### config.mk
export PLATFORM = sky130hd
export DESIGN_NAME = picc_fifo
export DESIGN_NICKNAME = d
export VERILOG_FILES = /design/src/hdl/picc_fifo.sv
export SDC_FILE = /design/constraint.sdc
export NUM_CORES = 1
export LEC_CHECK = 0
export ABC_AREA = 1
export BUFFER_PORTS_ARGS = -buffer_cell sky130_fd_sc_hd__buf_2
export CELL_PAD_IN_SITES_DETAIL_PLACEMENT = 1
export CELL_PAD_IN_SITES_GLOBAL_PLACEMENT = 1
export CORE_AREA = 3 3 67 69
export DETAILED_ROUTE_END_ITERATION = 12
export DIE_AREA = 0 0 70 72
export PLACE_DENSITY_LB_ADDON = 0.1
export SLEW_MARGIN = 10
export SYNTH_ARGS = -nofsm -noshare
export SYNTH_HDL_FRONTEND = slang
export SYNTH_SLANG_ARGS = --single-unit
export TNS_END_PERCENT = 1
### constraint.sdc
create_clock -name clk -period 1.87 [get_ports clk]
set_input_delay 0.374 -clock clk [delete_from_list [all_inputs] [get_ports clk]]
set_output_delay 0.374 -clock clk [all_outputs]
set_load 0.02 [all_outputs]
### src/hdl/picc_fifo.sv
// Small register queue used between front and back and on the result side.
// Depends on nothing but its parameters.
`timescale 1ns / 1ps

module picc_fifo #(
	parameter int WIDTH = 8,
	parameter int DEPTH = 4
) (
	input  logic             clk,
	input  logic             arst_n,
	input  logic             push,
	input  logic [WIDTH-1:0] din,
	output logic             full,
	input  logic             pop,
	output logic [WIDTH-1:0] dout,
	output logic             empty
);

	localparam int AW = (DEPTH > 1) ? $clog2(DEPTH) : 1;
	localparam int CW = $clog2(DEPTH + 1);
	localparam logic [AW-1:0] LAST = AW'(DEPTH - 1);

	logic [WIDTH-1:0] store_q [DEPTH];
	logic [AW-1:0]    wr_ptr_q;
	logic [AW-1:0]    rd_ptr_q;
	logic [CW-1:0]    cnt_q;
	logic             do_push;
	logic             do_pop;

	assign full    = (cnt_q == CW'(DEPTH));
	assign empty   = (cnt_q == '0);
	assign do_push = push && !full;
	assign do_pop  = pop && !empty;
	assign dout    = store_q[rd_ptr_q];

	always_ff @(posedge clk) begin
		if (do_push) begin
			store_q[wr_ptr_q] <= din;
		end
	end

	always_ff @(posedge clk or negedge arst_n) begin
		if (!arst_n) begin
			wr_ptr_q <= '0;
			rd_ptr_q <= '0;
			cnt_q    <= '0;
		end else begin
			if (do_push) begin
				wr_ptr_q <= (wr_ptr_q == LAST) ? '0 : wr_ptr_q + 1'b1;
			end
			if (do_pop) begin
				rd_ptr_q <= (rd_ptr_q == LAST) ? '0 : rd_ptr_q + 1'b1;
			end
			if (do_push && !do_pop) begin
				cnt_q <= cnt_q + 1'b1;
			end else if (do_pop && !do_push) begin
				cnt_q <= cnt_q - 1'b1;
			end
		end
	end

endmodule

After elaboration in Yosys (flattened, before gate mapping)
Memory sizes are Yosys's and may differ from the RTL's.
Cells that the tools add are included.
{"block": "word_totals", "ff_bits": 7, "ram_bits": 32, "input_bits": 12, "output_inout_bits": 10, "wordCells": 27, "n_memories": 1}
{"memory": "store_q", "words": 4, "width": 8, "rd": 1, "rd_ports_with_merged_regs": 0, "wr": 1, "line_no": "23", "text": "logic [WIDTH-1:0] store_q [DEPTH];"}
{"block": "op_classes", "add_sub_neg": 4, "n_eq_ne": 3, "muxes": 6, "n_reduce_logical": 10}
{"op": "$mux 3", "n": 2}
{"op": "$add 2x1->2 const B", "n": 2}
{"op": "$eq 2x2->1 const B", "n": 2}
{"op": "$logic_and 1x1->1", "n": 4}
{"op": "$logic_not 1->1", "n": 4}
{"op": "$mux 2", "n": 2}
{"op": "$add 3x1->3 const B", "n": 1}
{"op": "$eq 3x3->1 const B", "n": 1}
{"op": "$logic_not 3->1", "n": 1}
{"op": "$sub 3x1->3 const B", "n": 1}
{"op": "$mux 1", "n": 2}
{"op": "$reduce_bool 2->1", "n": 1}

Logic depth before layout (Yosys ltp)
{"block": "depth", "ltp_word": 7, "ltp_mapped": 12, "mapped_depth_nobuf": 12}

Worst setup path before layout
No wires, ideal clock.
{"block": "synth_timing", "path_type": "reg2reg", "from": "reg cnt_q[0]", "to": "reg cnt_q[1]", "arrival_time_ps": 1567, "required_time_ps": 1744, "slack_ps": 177, "stages_incl_launch_ff": 10, "path_cell_list": "dfrtp_1 inv_2 nand3_1 nand2_2 inv_1 ha_1 inv_1 fa_1 nand2_1 o21ai_0"}
{"block": "synth_via", "elab_chain_len": 6, "word_cells_on_any_way": 15, "cone_classes": "add/sub (2); eq/ne (1); mux (2); reduce/logical (10)"}
{"element": "from (decl)", "line_no": "26", "text": "logic [CW-1:0] cnt_q;"}
{"element": "from (signal assigned)", "line_no": "55", "text": "cnt_q <= cnt_q + 1'b1;"}
{"element": "from (signal assigned)", "line_no": "57", "text": "cnt_q <= cnt_q - 1'b1;"}
{"element": "$eq 3x3->1 *", "line_no": "30", "text": "assign full = (cnt_q == CW'(DEPTH));"}
{"element": "$logic_not 1->1 *", "line_no": "32", "text": "assign do_push = push && !full;"}
{"element": "$logic_and 1x1->1 *", "line_no": "32"}
{"element": "via do_push", "line_no": "27", "text": "logic do_push;"}
{"element": "$logic_not 1->1", "line_no": "56", "text": "end else if (do_pop && !do_push) begin"}
{"element": "$logic_and 1x1->1", "line_no": "56"}
{"element": "$reduce_bool 2->1 (no line)"}
The timed path passes the listed nets; every way through them passes the cells marked *. The select of a mux whose other input is x is not followed.
A chain may end at the register's enable or synchronous reset.

Worst setup path in the final report
{"block": "layout_timing", "from": "reg cnt_q[2]", "to": "reg cnt_q[2]"}
{"block": "layout_via", "elab_chain_len": 6, "word_cells_on_any_way": 15, "cone_classes": "add/sub (2); eq/ne (1); mux (2); reduce/logical (10)"}
{"element": "branches (longest 6 deep; another with $sub 3x1->3)"}
Several ways; the timed one is not identified. The select of a mux whose other input is x is not followed.

==> metrics.csv <==
metric,value,unit
leakage,0.941,nW
Worst-Margin Slew,325,ps
Required @ worst endpoint,2050,ps
clock sinks,39,
met1 GRT Util,0.148,
Final nets,205,
total of max-cap violations,0,
Site Rows,23,
P&R area growth vs syn,19.0,%
CTS Buffer Depth,2,
Clock Tree Root,clkbuf_8,
setup_tns,0,ps
"flops & latches, synth",39,
routing layer with the top usage in global route,met2,
crit path time final,1770,ps
first-pass GRT wire length,5.58,mm
DP Area,1920,sq um
status,finished clean,
RSZ-0062 raised after global routing,true,
# IOs,22,
clock skew,3.48,ps
Starting Density,0.443,
Power Density,1660,nW/um^2
largest net degree at the start of global routing,36,
Final setup viols,0,
Core Area,3970,sq um
DR WL/cell,14.6,um
crit end category,register,
Synth cell types,16,
total power,0.00346,W
TritonCTS clock tree,yes,
GRT met3 Usage,0.0360,
routed vias,1158,
"commonest non-fill, non-tap cell in the layout",nand2_1,
Tcrit/Tclk final,0.947,
Post-DP HPWL,2.48,mm
"Clk Latency, worst-skew pair",280,ps
die width,70,um
Worst Hold Slack,308,ps
initial drt markers,35,
reg2reg path depth,10,
most frequent cells in the layout,"37 x nand2_1, 32 x edfxtp_1, 30 x inv_1",
crit-path cells,inv_1 > nand3_2 > nand2_2 > ha_2 > inv_2 > fa_1 > inv_1 > nand2_1 > nand4_1 > nand2_1,
final hold violation count,0,
via/cell ratio,4.89,
Routed WL,3.47,mm
Pins Over Slew Limit,0,
cell count after synthesis,154,
clock-pin slew on the worst setup and hold paths,70,ps
synthesized area per cell,11.4,sq um
FILL cells,449,
worst path arrival time,1950,ps
GRT met2 Usage,0.292,
Peak VDD IR,0.728,mV
number of I/O port buffers,21,
crit start category,register,
die area,5040,sq um
placer congestion estimate,0.809,
hold path depth,1,
Die Span Y,72,um
DRC viols,0,
global router's overall resource usage,0.145,
Post-Syn Area,1760,sq um
CP Max Fanout,4,
Hold/Removal Path Class,primary input to register,
crit-path max cell delay,410,ps
Slew headroom,0.783,
initial antenna violation count,0,
syn nets,173,
TritonRoute pass-1 iters,4,
Crit-path slowest cell,dfrtp_1,
synth warn,0,
n_diodes,0,
vias in the first global route,1248,
Congestion Overflow GR,0,
share of cells above drive strength 1,0.241,
critical path class,register to register,
H-Tree Depth,2,
final instance area,2090,sq um
Final ANT Viol Nets,0,
sequential area share after synthesis,0.646,
CTS Buf Count,5,
upper clock frequency limit,565,MHz
-- cells by family after synthesis --
kind of cell	Yosys count	synth area share
AO/OA/AOI/OAI	17	0.0740
XOR/XNOR	1	0.00498
adder cells (fa/ha/maj)	7	0.0541
buffers and inverters	37	0.100
flip-flops	39	0.646
AND/OR/NAND/NOR	53	0.121
-- layout make-up --
cell class                 count  area (sq um)  share of cell area
clock inverter                 2          60.1              0.0287
tap                           50          62.6              0.0299
sequential                    39          1140               0.543
multi-input combinational     78           462               0.221
inverter                      32           120              0.0574
clock buffer                   6          72.6              0.0347
timing repair buffer          30           179              0.0855
-- metal layers --
layer  part of all wire  wire [um]
met1               0.40       1380
met2               0.56       1950
met3              0.032        111
met4             0.0078         27
met5                  0          0
-- timing repair --
action	in CTS	in global routing
setup buffers	0	1
hold buffers	1	0
setup endpoints to repair	0	3
gates resized for setup	0	7
hold endpoints to repair	7	0
-- where the power goes --
group,switching [W],internal [W]
Sequential,0.000101,0.00117
Combinational,0.000904,0.000490
Clock,0.000267,0.000533
-- Yosys cell counts, drive strengths merged --
cell type / number / area share
nand2: 39 / 0.085
edfxtp: 32 / 0.55
inv: 32 / 0.068
o211ai: 16 / 0.071
dfrtp: 7 / 0.10
nand3: 7 / 0.020
ha: 6 / 0.043
nor2: 6 / 0.013
buf: 5 / 0.032
fa: 1 / 0.011
nand4: 1 / 0.0036
o21ai: 1 / 0.0028
xnor2: 1 / 0.0050
-- worst max-delay path: cells and delay by family, from the launching register on --
kind                       cells  cell delay (ps)
buffers and inverters          3              240
DFF                            1              410
and+or+nand+nor                5              420
adders and majority gates      2              580
-- through the flow --
stage               instances  utilization  worst slack [ps]
detailed placement        227        0.484              57.6
global route              237        0.527             -28.1
floorplan                 154            -               177
finish                    237        0.527              99.6
global placement          227        0.484              91.8
CTS                       236        0.520              22.0
-- registers in the layout, summed over array words and instances (netlist names) --
| name | cells |
|---|---|
| store_q | 32 |
| wr_ptr_q | 2 |
| rd_ptr_q | 2 |
| cnt_q | 3 |
-- final timing paths --
path                                 startpoint  slack, ps                 endpoint
max in group asynchronous                arst_n       1240     cnt_q[0]$_DFFE_PN0P_
max reg2reg                cnt_q[2]$_DFFE_PN0P_        100     cnt_q[2]$_DFFE_PN0P_
min in group asynchronous                arst_n        450  rd_ptr_q[0]$_DFFE_PN0P_
min                                      din[2]        310  store_q[2][2]$_DFFE_PP_
min reg2reg                cnt_q[0]$_DFFE_PN0P_        530     cnt_q[0]$_DFFE_PN0P_
max                        cnt_q[2]$_DFFE_PN0P_        100     cnt_q[2]$_DFFE_PN0P_
(Power assumes the default switching activity.)
