`src/hdl/picc_pkg.sv`:
```
// Shared types and constants of the predicate interval cover check.
// No dependencies; every file of the block but picc_fifo imports this package.
`timescale 1ns / 1ps

package picc_pkg;

	localparam int POS_W    = 10;
	localparam int MASK_W   = 64;
	localparam int EPOCH_W  = 8;
	localparam int CQ_DEPTH = 4;
	localparam int OQ_DEPTH = 2;

	typedef logic [POS_W-1:0]   pos_t;
	typedef logic [MASK_W-1:0]  mask_t;
	typedef logic [EPOCH_W-1:0] epoch_t;

	localparam epoch_t EPOCH_MAX = '1;

	typedef struct packed {
		logic  carry;
		logic  zstar;
		logic  from_zero;
		pos_t  from_pos;
		pos_t  to_pos;
		logic  to_is_rend;
		mask_t mask;
		logic  doc_start;
		logic  rend_zero;
		logic  last;
		logic  fail;
	} cmd_t;

	typedef struct packed {
		logic  hit;
		mask_t subqueries;
	} res_t;

endpackage

```
`src/hdl/picc_front.sv`:
```
// Front end: takes each interval item, runs the gap check and the highest end,
// and turns the item into a store command. Depends on picc_pkg.
`timescale 1ns / 1ps

module picc_front (
	input  logic           clk,
	input  logic           arst_n,
	input  logic           accept,
	input  picc_pkg::pos_t interval_begin,
	input  picc_pkg::pos_t interval_stop,
	input  picc_pkg::mask_t subquery_mask,
	input  picc_pkg::pos_t range_end,
	input  logic           first_item,
	input  logic           last_item,
	output picc_pkg::cmd_t cmd
);

	import picc_pkg::*;

	pos_t highest_end_q;
	pos_t doc_range_end_q;
	logic failed_q;

	pos_t he;
	pos_t dre;
	logic fl;
	logic zstar;
	logic gap;
	logic carry;
	pos_t begin_m1;
	pos_t upper;
	pos_t he_n;

	always_comb begin
		he       = first_item ? POS_W'(1) : highest_end_q;
		dre      = first_item ? range_end : doc_range_end_q;
		fl       = first_item ? 1'b0 : failed_q;
		begin_m1 = interval_begin - POS_W'(1);
		zstar    = interval_begin > interval_stop;
		if (zstar) begin
			gap = he < interval_stop;
		end else begin
			gap = (interval_begin == '0) || (he < begin_m1);
		end
		carry = !fl && !gap;
		upper = zstar ? interval_begin : interval_stop;
		he_n  = (carry && (upper > he)) ? upper : he;

		cmd.carry      = carry;
		cmd.zstar      = zstar;
		cmd.from_pos   = zstar ? interval_stop : begin_m1;
		cmd.from_zero  = zstar ? (interval_stop == '0) : (begin_m1 == '0);
		cmd.to_pos     = upper;
		cmd.to_is_rend = (upper == dre);
		cmd.mask       = subquery_mask;
		cmd.doc_start  = first_item;
		cmd.rend_zero  = (range_end == '0);
		cmd.last       = last_item;
		cmd.fail       = fl || gap;
	end

	always_ff @(posedge clk or negedge arst_n) begin
		if (!arst_n) begin
			highest_end_q   <= POS_W'(1);
			doc_range_end_q <= '0;
			failed_q        <= 1'b0;
		end else if (accept) begin
			highest_end_q   <= he_n;
			doc_range_end_q <= dre;
			failed_q        <= fl || gap;
		end
	end

endmodule

```
`config.mk`:
```
export PLATFORM = sky130hd
export DESIGN_NAME = picc_front
export DESIGN_NICKNAME = d
export VERILOG_FILES = /design/src/hdl/picc_pkg.sv /design/src/hdl/picc_front.sv
export SDC_FILE = /design/constraint.sdc
export NUM_CORES = 1
export LEC_CHECK = 0
export ABC_AREA = 0
export BUFFER_PORTS_ARGS = -buffer_cell sky130_fd_sc_hd__buf_2
export CORE_UTILIZATION = 30
export DETAILED_ROUTE_END_ITERATION = 8
export GPL_ROUTABILITY_DRIVEN = 0
export SLEW_MARGIN = 20
export SYNTH_ARGS = -nofsm -noshare
export SYNTH_HDL_FRONTEND = slang
export SYNTH_SLANG_ARGS = --single-unit
export TNS_END_PERCENT = 100
```
`constraint.sdc`:
```
create_clock -name clk -period 8 [get_ports clk]
set_input_delay 1.6 -clock clk [delete_from_list [all_inputs] [get_ports clk]]
set_output_delay 1.6 -clock clk [all_outputs]
set_load 0.01 [all_outputs]
```
# Word-level counts from Yosys, hierarchy flattened
# Cells that the tools add are included.
[word_totals]
ff_bits = 21
latchBits = 0
ramBits = 0
rom_bits = 0
in_bits = 99
out_inout_bits = 92
mem_count = 0
[op_classes]
add_sub_neg = 1
n_mul = 0
div_mod_pow = 0
order_cmp = 4
eq_ne = 1
shift = 0
mux = 8
bitwise_logic = 0
n_reduce_logical = 10
[ops]
columns = ["cell", "count"]
rows = [
  ["10-bit two-way mux", 5],
  ["10-bit logical NOT", 4],
  ["10-bit greater-than comparator", 2],
  ["10-bit less-than comparator", 2],
  ["10-bit == test", 1],
  ["10-bit by 1-bit subtractor with 10-bit output (second input constant)", 1],
  ["1-bit two-way mux", 3],
  ["1-bit logical AND", 2],
  ["1-bit logical NOT", 2],
  ["1-bit logical OR", 2],
]

# Logic depth before layout (Yosys ltp)
[depth]
depth_word = 8
ltp_mapped = 19
depth_no_buf = 17

# Worst setup path after synthesis
# OpenSTA, ideal clock, no wires.
[synth_path]
path_type = "in2out"
start = "input interval_stop[9]"
end = "output cmd[68] (netlist bit)"
arrival_ps = 3701
required_time_ps = 6400
slack_ps = 2699
path_stages = 11
path_buffers = 1
cell_sequence = "inv_1 ha_1 nand4_1 nor3_2 a21oi_1 a31oi_4 buf_6 mux2i_1 xnor2_1 nand4_1 nor4_1"
[synth_rtl]
columns = ["element", "line", "text"]
rows = [
  ["from (decl)", "picc_front.sv:10", "input picc_pkg::pos_t interval_stop,"],
  ["to (decl)", "picc_front.sv:15", "output picc_pkg::cmd_t cmd"],
]

==> impl_metrics.ini <==
[power_and_ir_drop]
ir_worst_vdd_mv = 0.1129
internal_power_uw = 236.2
comb_power_share = 0.480
powerDensity_mw_per_mm2 = 131.2
p_leak_uw = 0.001520
p_sw_frac = 0.3918
power_frac_clock = 0.186
p_seq_frac = 0.334
p_sw_uw = 152.1

[timing]
min_period_ns = 6.410
skew_ns = 0.005955
rsz0062_at_grt = no
drv_slew = 0
worstMarginPinSlew_ns = 0.9961
period_share = 0.8012
fmax_mhz = 156.0
fin_setup_tns_ns = 0
setup_viol = 0
slew_headroom = 0.3360
finalHoldViolCount = 0

[detailed_routing]
drc = 0
wl_mm = 8.137
viasPerCell = 4.906
routed-via-count = 2340
drtAntennaViolNets = 0
drtIter0Drc = 143
routedWlPerCell_um = 17.06
firstDrtPassIters = 4

[clock_network]
clk_pin_slew_ns = 0.09
clockBufferDepth = 2
cts.sinks = 21
numCtsBuffers = 3
post-cts-setup-buffers = 0
insertion_delay_ns = 0.26
cts.repair.resized = 0
ctsHoldBuffers = 0
cts_tree = yes
cts_max_level = 1
root_buffer = clkbuf_8

[run_status]
status = completed

[synthesis]
synth_top_family_by_area = buffers and inverters
postSynthRegisterBits = 21
yosys_warnings = 0
synthSimpleGateAreaFrac = 0.1404
yosysSeqAreaShare = 0.1754
netlist_area_mm2 = 0.003003
syn_nets = 496
synthAdderAreaFrac = 0.1708
synth_compound_area_frac = 0.1079
synthDistinctLibCells = 42
synth_cells = 356
yosys.area.top_type = ha_1
synth_xor_area_frac = 0.05250
synth.mux.area_fraction = 0.1213
synth_top_area_frac = 0.1708
ys_top_cells_by_area = ha_1 (17%), buf_4 (17%), dfrtp_1 (17%)
syn_avg_cell_area_um2 = 8.435

[final_layout]
fin_cells = 477
multiInputGateArea_mm2 = 0.001780
register_area_um2 = 526.8
layout-drive-gt1-share = 0.2326
fin_nets = 485
fill_cells = 1065
final_cell_area_mm2 = 0.002959
area_delta_synth_final_pct = -1.458
antennaDiodeCount = 0
utilization = 0.3041

[global_route]
antenna_found_initial = 0
grt_use_total = 0.1508
grt_overflow_total = 0
gr-usage-met3 = 0.03283
grt_max_degree = 31
grt_pass1_wl_mm = 12.02
use_met2 = 0.2380
grt_pass1_vias = 2188
grt-busiest-layer = met2
use_met1 = 0.2119

[floorplanning]
die-area_mm2 = 0.01041
num_rows = 36
design.core.area_mm2 = 0.009729
io_pins = 191
die_h_um = 102.0
dieWidth_um = 102.0
start_util = 0.3086

[critical_path]
cp.arrival_ns = 4.81
max_stage_delay_ns = 0.81
path_cells = buf_2 > inv_1 > ha_1 > nand4_1 > nor3_2 > a21oi_1 > a31oi_4 > mux2i_1 > xnor2_1 > nand4_1 > nor4_1 > buf_2
end_kind = output port
start_kind = input port
crit_type = input port to output port
crit_fanout = 30
worst_ep_required_time_ns = 6.40
cp_slowest_cell = a31oi_4

[job]
maxCapViolations = 0

[placement]
placed_area_mm2 = 0.002913
dp_cells = 473
dp_hpwl_mm = 6.982
port_buffers = 60

[min_path]
min_path_type = flop to flop
## placed cells by master, fill, tap and decap left out, types with 8 or more instances in the layout
cell / n
buf_2: 60
ha_1: 41
inv_1: 37
mux2i_1: 24
dfrtp_1: 20
a21oi_1: 18
nand2_1: 17
nor2_1: 12
xnor2_1: 12
mux2_2: 11
nand2b_1: 10
o22ai_1: 10
o21ai_0: 8
nand4_1: 8
## Yosys cell counts
cell type  count
nand4_1        8
a31oi_4        1
nand4b_1       2
o21ai_0        8
inv_1         37
nor2b_1        4
dfstp_2        1
nand3_1        2
dfrtp_1       20
buf_2          1
a21o_1         4
and4_1         1
xor2_1         6
nor3_1         5
o311ai_1       1
o22ai_1       10
buf_4         68
nor2_1        12
mux2_2        11
nor3_2         1
o211ai_1       1
o21ai_1        3
buf_6          2
o32a_1         1
and3_1         2
nor4_2         1
a211o_1        1
ha_1          41
nand2b_1      10
and4_4         1
or4_1          3
clkbuf_1       4
a21oi_1       18
xnor2_1       12
mux2i_1       24
nand2_1       17
o21a_1         3
nor4_1         5
nor3b_1        1
buf_1          1
or3_1          1
a21boi_1       1
## critical path: cells and delay by family
| family | cells | cell delay [ns] |
|---|---|---|
| and+or+nand+nor | 4 | 0.83 |
| muxes | 1 | 0.56 |
| buffers and inverters | 3 | 0.38 |
| adders and majority gates | 1 | 0.29 |
| xor gates and xnor gates | 1 | 0.19 |
| AOI/OAI and AO/OA | 2 | 0.93 |
## worst paths after layout
path                                                      from                             end  slack, ns  depth (start not counted)
max in group asynchronous                               arst_n    highest_end_q[0]$_DFFE_PN1P_       6.35                          1
worst max register to register    highest_end_q[3]$_DFFE_PN0P_    highest_end_q[0]$_DFFE_PN1P_       5.33                         11
min in group asynchronous                               arst_n  doc_range_end_q[6]$_DFFE_PN0P_       1.28                          1
worst max-delay path                          interval_stop[7]                         cmd[68]       1.59                         12
worst min register to register  doc_range_end_q[8]$_DFFE_PN0P_  doc_range_end_q[8]$_DFFE_PN0P_       0.51                          1
worst min-delay path            doc_range_end_q[8]$_DFFE_PN0P_  doc_range_end_q[8]$_DFFE_PN0P_       0.51                          1
## stage by stage
step / setup slack (ns) / hold WS [ns] / power, uW
after floorplan: 2.699 / 0.4787 / 291.7
after detailed placement: 1.681 / 0.4936 / 317.8
after global placement: 1.699 / 0.4867 / 313.9
after CTS: 1.662 / 0.5133 / 389.9
after global routing: 1.370 / 0.5189 / 416.4
final: 1.590 / 0.5126 / 388.3
## final cells by class
cell class / instances / area share
clock inverter: 1 / 0.001691
inverter: 37 / 0.04693
multi-input combinational: 222 / 0.6017
clock buffer: 3 / 0.01395
sequential: 21 / 0.1780
timing repair buffer: 60 / 0.1015
tap: 133 / 0.05624
## power groups by stage
stage                     Clock, uW  Combinational (uW)  Sequential (uW)
after detailed placement          0                 186              132
after floorplan                   0                 162              130
final                          72.3                 186              130
after global routing           76.6                 209              131
after CTS                      73.5                 187              130
after global placement            0                 183              131
## layer usage
metal | up-vias | share of wire
met1 | 1064 | 0.45
met2 | 124 | 0.43
met4 | 0 | 0.010
met3 | 8 | 0.11
li1 | 1144 | -
met5 | - | 0
## state kept, by name, indices dropped and copies added (netlist names)
signal,count
failed_q,1
highest_end_q,10
doc_range_end_q,10
## logic make-up after synthesis
family,Yosys count
multiplexers,35
AND/OR/NAND/NOR,76
buffers and inverters,113
adder cells (fa/ha/maj),41
flip-flops,21
XOR/XNOR,18
AO/OA/AOI/OAI,52
No activity file was read; power rests on OpenSTA's default activity.
